==> src/bmie_pkg.sv <==
package bmie_pkg;

    // default data memory size in bytes
    localparam int DATA_BYTES_DEF = 16384;
    // code space size; a program counter at or above it halts the block
    localparam int CODE_BYTES = 16384;

    // instruction kinds
    localparam logic [4:0] K_PTR_UP   = 5'd0;
    localparam logic [4:0] K_PTR_DOWN = 5'd1;
    localparam logic [4:0] K_JUMP     = 5'd2;
    localparam logic [4:0] K_INC      = 5'd3;
    localparam logic [4:0] K_DEC      = 5'd4;
    localparam logic [4:0] K_ADD      = 5'd5;
    localparam logic [4:0] K_SUB      = 5'd6;
    localparam logic [4:0] K_MUL      = 5'd7;
    localparam logic [4:0] K_DIV      = 5'd8;
    localparam logic [4:0] K_MOD      = 5'd9;
    localparam logic [4:0] K_NEG      = 5'd10;
    localparam logic [4:0] K_AND      = 5'd11;
    localparam logic [4:0] K_OR       = 5'd12;
    localparam logic [4:0] K_XOR      = 5'd13;
    localparam logic [4:0] K_LAND     = 5'd14;
    localparam logic [4:0] K_LOR      = 5'd15;
    localparam logic [4:0] K_NOT      = 5'd16;
    localparam logic [4:0] K_LNOT     = 5'd17;
    localparam logic [4:0] K_MOV      = 5'd18;
    localparam logic [4:0] K_EQ       = 5'd19;
    localparam logic [4:0] K_SHL      = 5'd20;
    localparam logic [4:0] K_LT       = 5'd21;
    localparam logic [4:0] K_GT       = 5'd22;
    localparam logic [4:0] K_SHR      = 5'd23;
    localparam logic [4:0] K_LOAD     = 5'd24;
    localparam logic [4:0] K_OUT      = 5'd25;

    // pointer selects
    localparam logic [1:0] PS_DEST = 2'd0;
    localparam logic [1:0] PS_SRCX = 2'd1;
    localparam logic [1:0] PS_SRCY = 2'd2;

    // operand size codes
    localparam logic [1:0] SZ_B1 = 2'd0;
    localparam logic [1:0] SZ_B2 = 2'd1;
    localparam logic [1:0] SZ_B4 = 2'd2;

    // operations of the iterative unit
    typedef enum logic [1:0] {
        IOP_MUL = 2'd0,
        IOP_DIV = 2'd1,
        IOP_SHL = 2'd2,
        IOP_SHR = 2'd3
    } iter_op_t;

    typedef struct packed {
        logic       start;
        iter_op_t   op;
        logic [6:0] steps;
    } iter_req_t;

    typedef struct packed {
        logic busy;
        logic done;
    } iter_sts_t;

    // value mask for an operand size
    function automatic logic [63:0] size_mask(input logic [1:0] sz);
        logic [63:0] m;
        case (sz)
            SZ_B1:   m = 64'h0000_0000_0000_00FF;
            SZ_B2:   m = 64'h0000_0000_0000_FFFF;
            SZ_B4:   m = 64'h0000_0000_FFFF_FFFF;
            default: m = 64'hFFFF_FFFF_FFFF_FFFF;
        endcase
        return m;
    endfunction

    // sign bit for an operand size
    function automatic logic [63:0] sign_bit(input logic [1:0] sz);
        logic [63:0] s;
        case (sz)
            SZ_B1:   s = 64'h0000_0000_0000_0080;
            SZ_B2:   s = 64'h0000_0000_0000_8000;
            SZ_B4:   s = 64'h0000_0000_8000_0000;
            default: s = 64'h8000_0000_0000_0000;
        endcase
        return s;
    endfunction

endpackage

==> src/bmie_iter.sv <==
module bmie_iter
    import bmie_pkg::*;
(
    input  logic        aclk,
    input  logic        aresetn,
    input  iter_req_t   req,
    input  logic [63:0] a,
    input  logic [63:0] b,
    input  logic [63:0] fill,
    output iter_sts_t   sts,
    output logic [63:0] x,
    output logic [63:0] acc
);

    logic        busy_reg, busy_next;
    logic [6:0]  cnt_reg, cnt_next;
    iter_op_t    op_reg, op_next;
    logic [63:0] x_reg, x_next;
    logic [63:0] y_reg, y_next;
    logic [63:0] acc_reg, acc_next;
    logic [63:0] fill_reg, fill_next;
    logic [64:0] rem_try;

    // one bit of multiply, divide or shift per cycle
    always_comb begin
        busy_next = busy_reg;
        cnt_next  = cnt_reg;
        op_next   = op_reg;
        x_next    = x_reg;
        y_next    = y_reg;
        acc_next  = acc_reg;
        fill_next = fill_reg;
        rem_try   = {acc_reg, x_reg[63]};
        if (req.start) begin
            busy_next = 1'b1;
            cnt_next  = req.steps;
            op_next   = req.op;
            x_next    = a;
            y_next    = b;
            acc_next  = '0;
            fill_next = fill;
        end else if (busy_reg) begin
            if (cnt_reg == '0) begin
                busy_next = 1'b0;
            end else begin
                cnt_next = cnt_reg - 7'd1;
                case (op_reg)
                    IOP_MUL: begin
                        if (y_reg[0]) begin
                            acc_next = acc_reg + x_reg;
                        end
                        x_next = {x_reg[62:0], 1'b0};
                        y_next = {1'b0, y_reg[63:1]};
                    end
                    IOP_DIV: begin
                        if (rem_try >= {1'b0, y_reg}) begin
                            acc_next = 64'(rem_try - {1'b0, y_reg});
                            x_next   = {x_reg[62:0], 1'b1};
                        end else begin
                            acc_next = rem_try[63:0];
                            x_next   = {x_reg[62:0], 1'b0};
                        end
                    end
                    IOP_SHL: begin
                        x_next = {x_reg[62:0], 1'b0};
                    end
                    default: begin
                        x_next = {1'b0, x_reg[63:1]} | fill_reg;
                    end
                endcase
            end
        end
    end

    always_ff @(posedge aclk) begin
        if (!aresetn) begin
            busy_reg <= 1'b0;
            cnt_reg  <= '0;
            op_reg   <= IOP_MUL;
        end else begin
            busy_reg <= busy_next;
            cnt_reg  <= cnt_next;
            op_reg   <= op_next;
        end
        x_reg    <= x_next;
        y_reg    <= y_next;
        acc_reg  <= acc_next;
        fill_reg <= fill_next;
    end

    assign sts.busy = busy_reg;
    assign sts.done = busy_reg && (cnt_reg == '0);
    assign x        = x_reg;
    assign acc      = acc_reg;

endmodule
==> config.mk <==
export PLATFORM = sky130hd
export DESIGN_NAME = bmie_iter
export DESIGN_NICKNAME = d
export VERILOG_FILES = /design/src/bmie_pkg.sv /design/src/bmie_iter.sv
export SDC_FILE = /design/constraint.sdc
export NUM_CORES = 1
export LEC_CHECK = 0
export BUFFER_PORTS_ARGS = -buffer_cell sky130_fd_sc_hd__buf_2
export CORE_MARGIN = 2
export CORE_UTILIZATION = 60
export CTS_BUF_LIST = sky130_fd_sc_hd__clkbuf_16
export DETAILED_ROUTE_END_ITERATION = 8
export GPL_TIMING_DRIVEN = 0
export PLACE_DENSITY = 0.84
export SYNTH_ARGS = -nofsm -noshare
export SYNTH_HDL_FRONTEND = slang
export SYNTH_SLANG_ARGS = --single-unit
==> constraint.sdc <==
create_clock -name aclk -period 14.96 [get_ports aclk]
set_input_delay 2.244 -clock aclk [delete_from_list [all_inputs] [get_ports aclk]]
set_output_delay 2.244 -clock aclk [all_outputs]
set_load 0.05 [all_outputs]
==> metrics.log <==
INFO  metric status = complete, no violations
INFO  metric dieArea = 34000 sq um
INFO  metric placement.cell_area = 21800 sq um
INFO  metric chipHeight = 184 microns
INFO  metric global_route_wire_length_before_repair = 103000 microns
INFO  metric setup.worst_path.start_class = register
INFO  metric postSynthNetCount = 2622
INFO  metric synth.yosys.warnings = 0
INFO  metric synth_cells = 2288
INFO  metric critPathRequiredTime = 12.72 ns
INFO  metric floorplan.initialDensity = 60.4%
INFO  metric synth_top_cell_area_share = 29.6%
INFO  metric dp_hpwl = 54600 microns
INFO  metric timing.critical_path.arrival = 2.36 ns
INFO  metric post_drt_via_cell_ratio = 6.36
INFO  metric max_freq = 217 MHz
INFO  metric cts_resized = 0
INFO  metric synth.area.top_cells = edfxtp_1 (30%), ha_1 (8.2%), dfxtp_1 (7.6%)
INFO  metric drt_wl_total = 69100 microns
INFO  metric fin_ws = 10.35 ns
INFO  metric detail_route.drc_violations = 0
INFO  metric hold_buffers = 0
INFO  metric detail_route.wl_per_cell = 22.1 microns
INFO  metric drtIter0Drc = 2364
INFO  metric slew-limit-headroom = 32.2%
INFO  metric gr-total-overflow = 0
INFO  metric number_of_hold_violations_in_the_final_report = 0
INFO  metric final_area = 22800 sq um
INFO  metric final_nets = 2991
INFO  metric grt_max_degree = 63
INFO  metric drv.max_cap_violation_count = 0
INFO  metric worst_setup_path_end_kind = primary output
INFO  metric post-route-min-period = 4.61 ns
INFO  metric synth_top_cell_by_area = edfxtp_1
INFO  metric postSynthRegisterBits = 266
INFO  metric clk_transition_reported_paths = 0.07 ns
INFO  metric die_w = 184 microns
INFO  metric postSynth.topFlopCell = edfxtp_1
INFO  metric power.density = 114 nW/um^2
INFO  metric final.setup.tns = 0 ns
INFO  metric synth_enable_flop_cells = 192
INFO  metric rsz0062_at_grt = no
INFO  metric setup_viol_count_final = 0
INFO  metric num-fill-cells = 2646
INFO  metric via_count_of_the_first_global_routing_pass = 18300
INFO  metric root_buffer = clkbuf_16
INFO  metric track_usage = 39.4%
INFO  metric critPathMaxFanout = 3
INFO  metric worst_skew_pair.late_latency = 0.61 ns
INFO  metric htree_num_levels = 1
INFO  metric rows = 66
INFO  metric synth.yosys.seq_area_share = 37.2%
INFO  metric core_area = 32300 sq um
INFO  metric skew = 0.0482 ns
INFO  metric gp_congestion = 1.00
INFO  metric min_path_cells = 2
INFO  metric grt_antenna_before_repair = 2
INFO  metric layout-area-overhead-vs-synth = 16.7%
INFO  metric worst_reg2reg_path_length_in_cells = 14
INFO  metric p_total = 2.59 mW
INFO  metric cts_max_path_buffers = 3
INFO  metric tritoncts_clock_tree = done
INFO  metric ant_nets = 0
INFO  metric power_leakage = 9.97 nW
INFO  metric final_max_slew_viol_count = 0
INFO  metric postSynth.asyncResetShare = 0%
INFO  metric period_utilisation_layout = 30.8%
INFO  metric criticalPathCategory = register to primary output
INFO  metric yosysUniqueCellTypes = 83
INFO  metric cts-buffers-inserted = 29
INFO  metric clock_sink_count = 266
INFO  metric post_cts.repair.setup_buffers = 0
INFO  metric post-place-ws = 10.06 ns
INFO  metric drive_above_1_share = 16.7%
INFO  metric synthesized_area_per_cell = 8.52 sq um
INFO  metric vdd_ir_drop_max = 0.133 mV
INFO  metric whs = 0.598 ns
INFO  metric first_pass_iters = 6
INFO  metric synth.cell_area = 19500 sq um
INFO  metric hp-class = register to register
INFO  metric vias = 19900
INFO  metric boundaryPins = 334
INFO  metric port_buffers = 333
INFO  metric worst-slew-pin-transition = 1.02 ns
==> worst paths after layout <==
path | start | to | slack (ns)
worst max-delay path | cnt_reg[0] | sts[0] | 10.35
worst min-delay path | y_reg[34] | y_reg[33] | 0.60
worst max register to register | x[63] | acc[58] | 10.73
worst min register to register | y_reg[34] | y_reg[33] | 0.60
==> power breakdown <==
| group | total [mW] | internal [mW] | leakage [nW] | switching, mW |
|---|---|---|---|---|
| sequential | 0.964 | 0.876 | 2.53 | 0.0880 |
| combinational | 0.916 | 0.295 | 6.98 | 0.621 |
| clock | 0.711 | 0.390 | 0.463 | 0.321 |
==> logic make-up (layout without fill, tap and decap cells) <==
group                      after synthesis  after routing  synth area share [%]
AOI/OAI and AO/OA                      761            761                  25.6
buffers and inverters                  249            641                  5.08
muxes                                   26             26                  1.35
adders and majority gates              130            130                  8.42
DFF                                    266            266                  37.2
xor gates and xnor gates               119            119                  5.35
other                                    0              1                     0
and+or+nand+nor                        737            737                  17.1
==> placed cells by master (no fill, tap or decap), types with 30 or more instances in the layout <==
master,instances
nand2_1,280
nor3_1,91
o21ai_0,181
nor2_1,200
a21o_1,78
nand4_1,42
edfxtp_1,192
clkbuf_1,103
buf_2,349
nand3_1,30
o21bai_1,31
a211oi_1,33
xor2_1,44
a21oi_1,179
ha_1,128
dfxtp_1,74
inv_1,113
xnor2_1,75
o31ai_1,71
==> final cells by class <==
type / instances / area (sq um) / area share (%)
multi-input combinational: 1773 / 11300 / 49.5
sequential: 266 / 7250 / 31.8
timing repair buffer: 338 / 1770 / 7.80
clock buffer: 29 / 726 / 3.19
buffer: 138 / 574 / 2.52
tap: 442 / 553 / 2.43
inverter: 111 / 417 / 1.83
clock inverter: 25 / 190 / 0.836
antenna: 1 / 2.50 / 0.0110
==> stage by stage <==
step,cells,util [%]
6_report,3123,70.5
5_1_grt,3122,70.5
4_1_cts,3122,70.5
3_5_place_dp,3068,67.6
3_3_place_gp,3063,67.3
2_1_floorplan,2288,-
==> cell usage after synthesis, drive strengths merged (6+ instances only) <==
cell type and instances:
edfxtp 192, o21ai 201, a211o 6, buf 34, nor2 200, and2 16
o21bai 31, mux2i 23, xnor2 75, nor2b 14, ha 128, o22ai 14
nand2 281, a31oi 22, o21a 20, a221oi 8, clkbuf 104, a22o 11
o31ai 76, inv 111, xor2 44, a21o 78, and3 11, nand4 43
nor3 91, a21oi 181, dfxtp 74, a211oi 34, nor4 7, o211ai 26
or3 11, nand3 30
==> critical path, cell delays in order (launching register included) <==
cell and delay, ns:
dfxtp_1 0.32, inv_1 0.09, ha_1 0.16, inv_1 0.05, or3_1 0.40, nor3_1 0.17
nand2_1 0.09, nor2_1 0.18, buf_2 0.30
==> layer usage <==
metal,routed length (microns),GRT usage [%],vias up
li1,-,-,9160
met3,8310,6.20,164
met5,0,0,-
met1,28100,55.8,9242
met4,2890,16.4,0
met2,29800,60.3,1298
No activity file was read; power rests on OpenSTA's default activity.
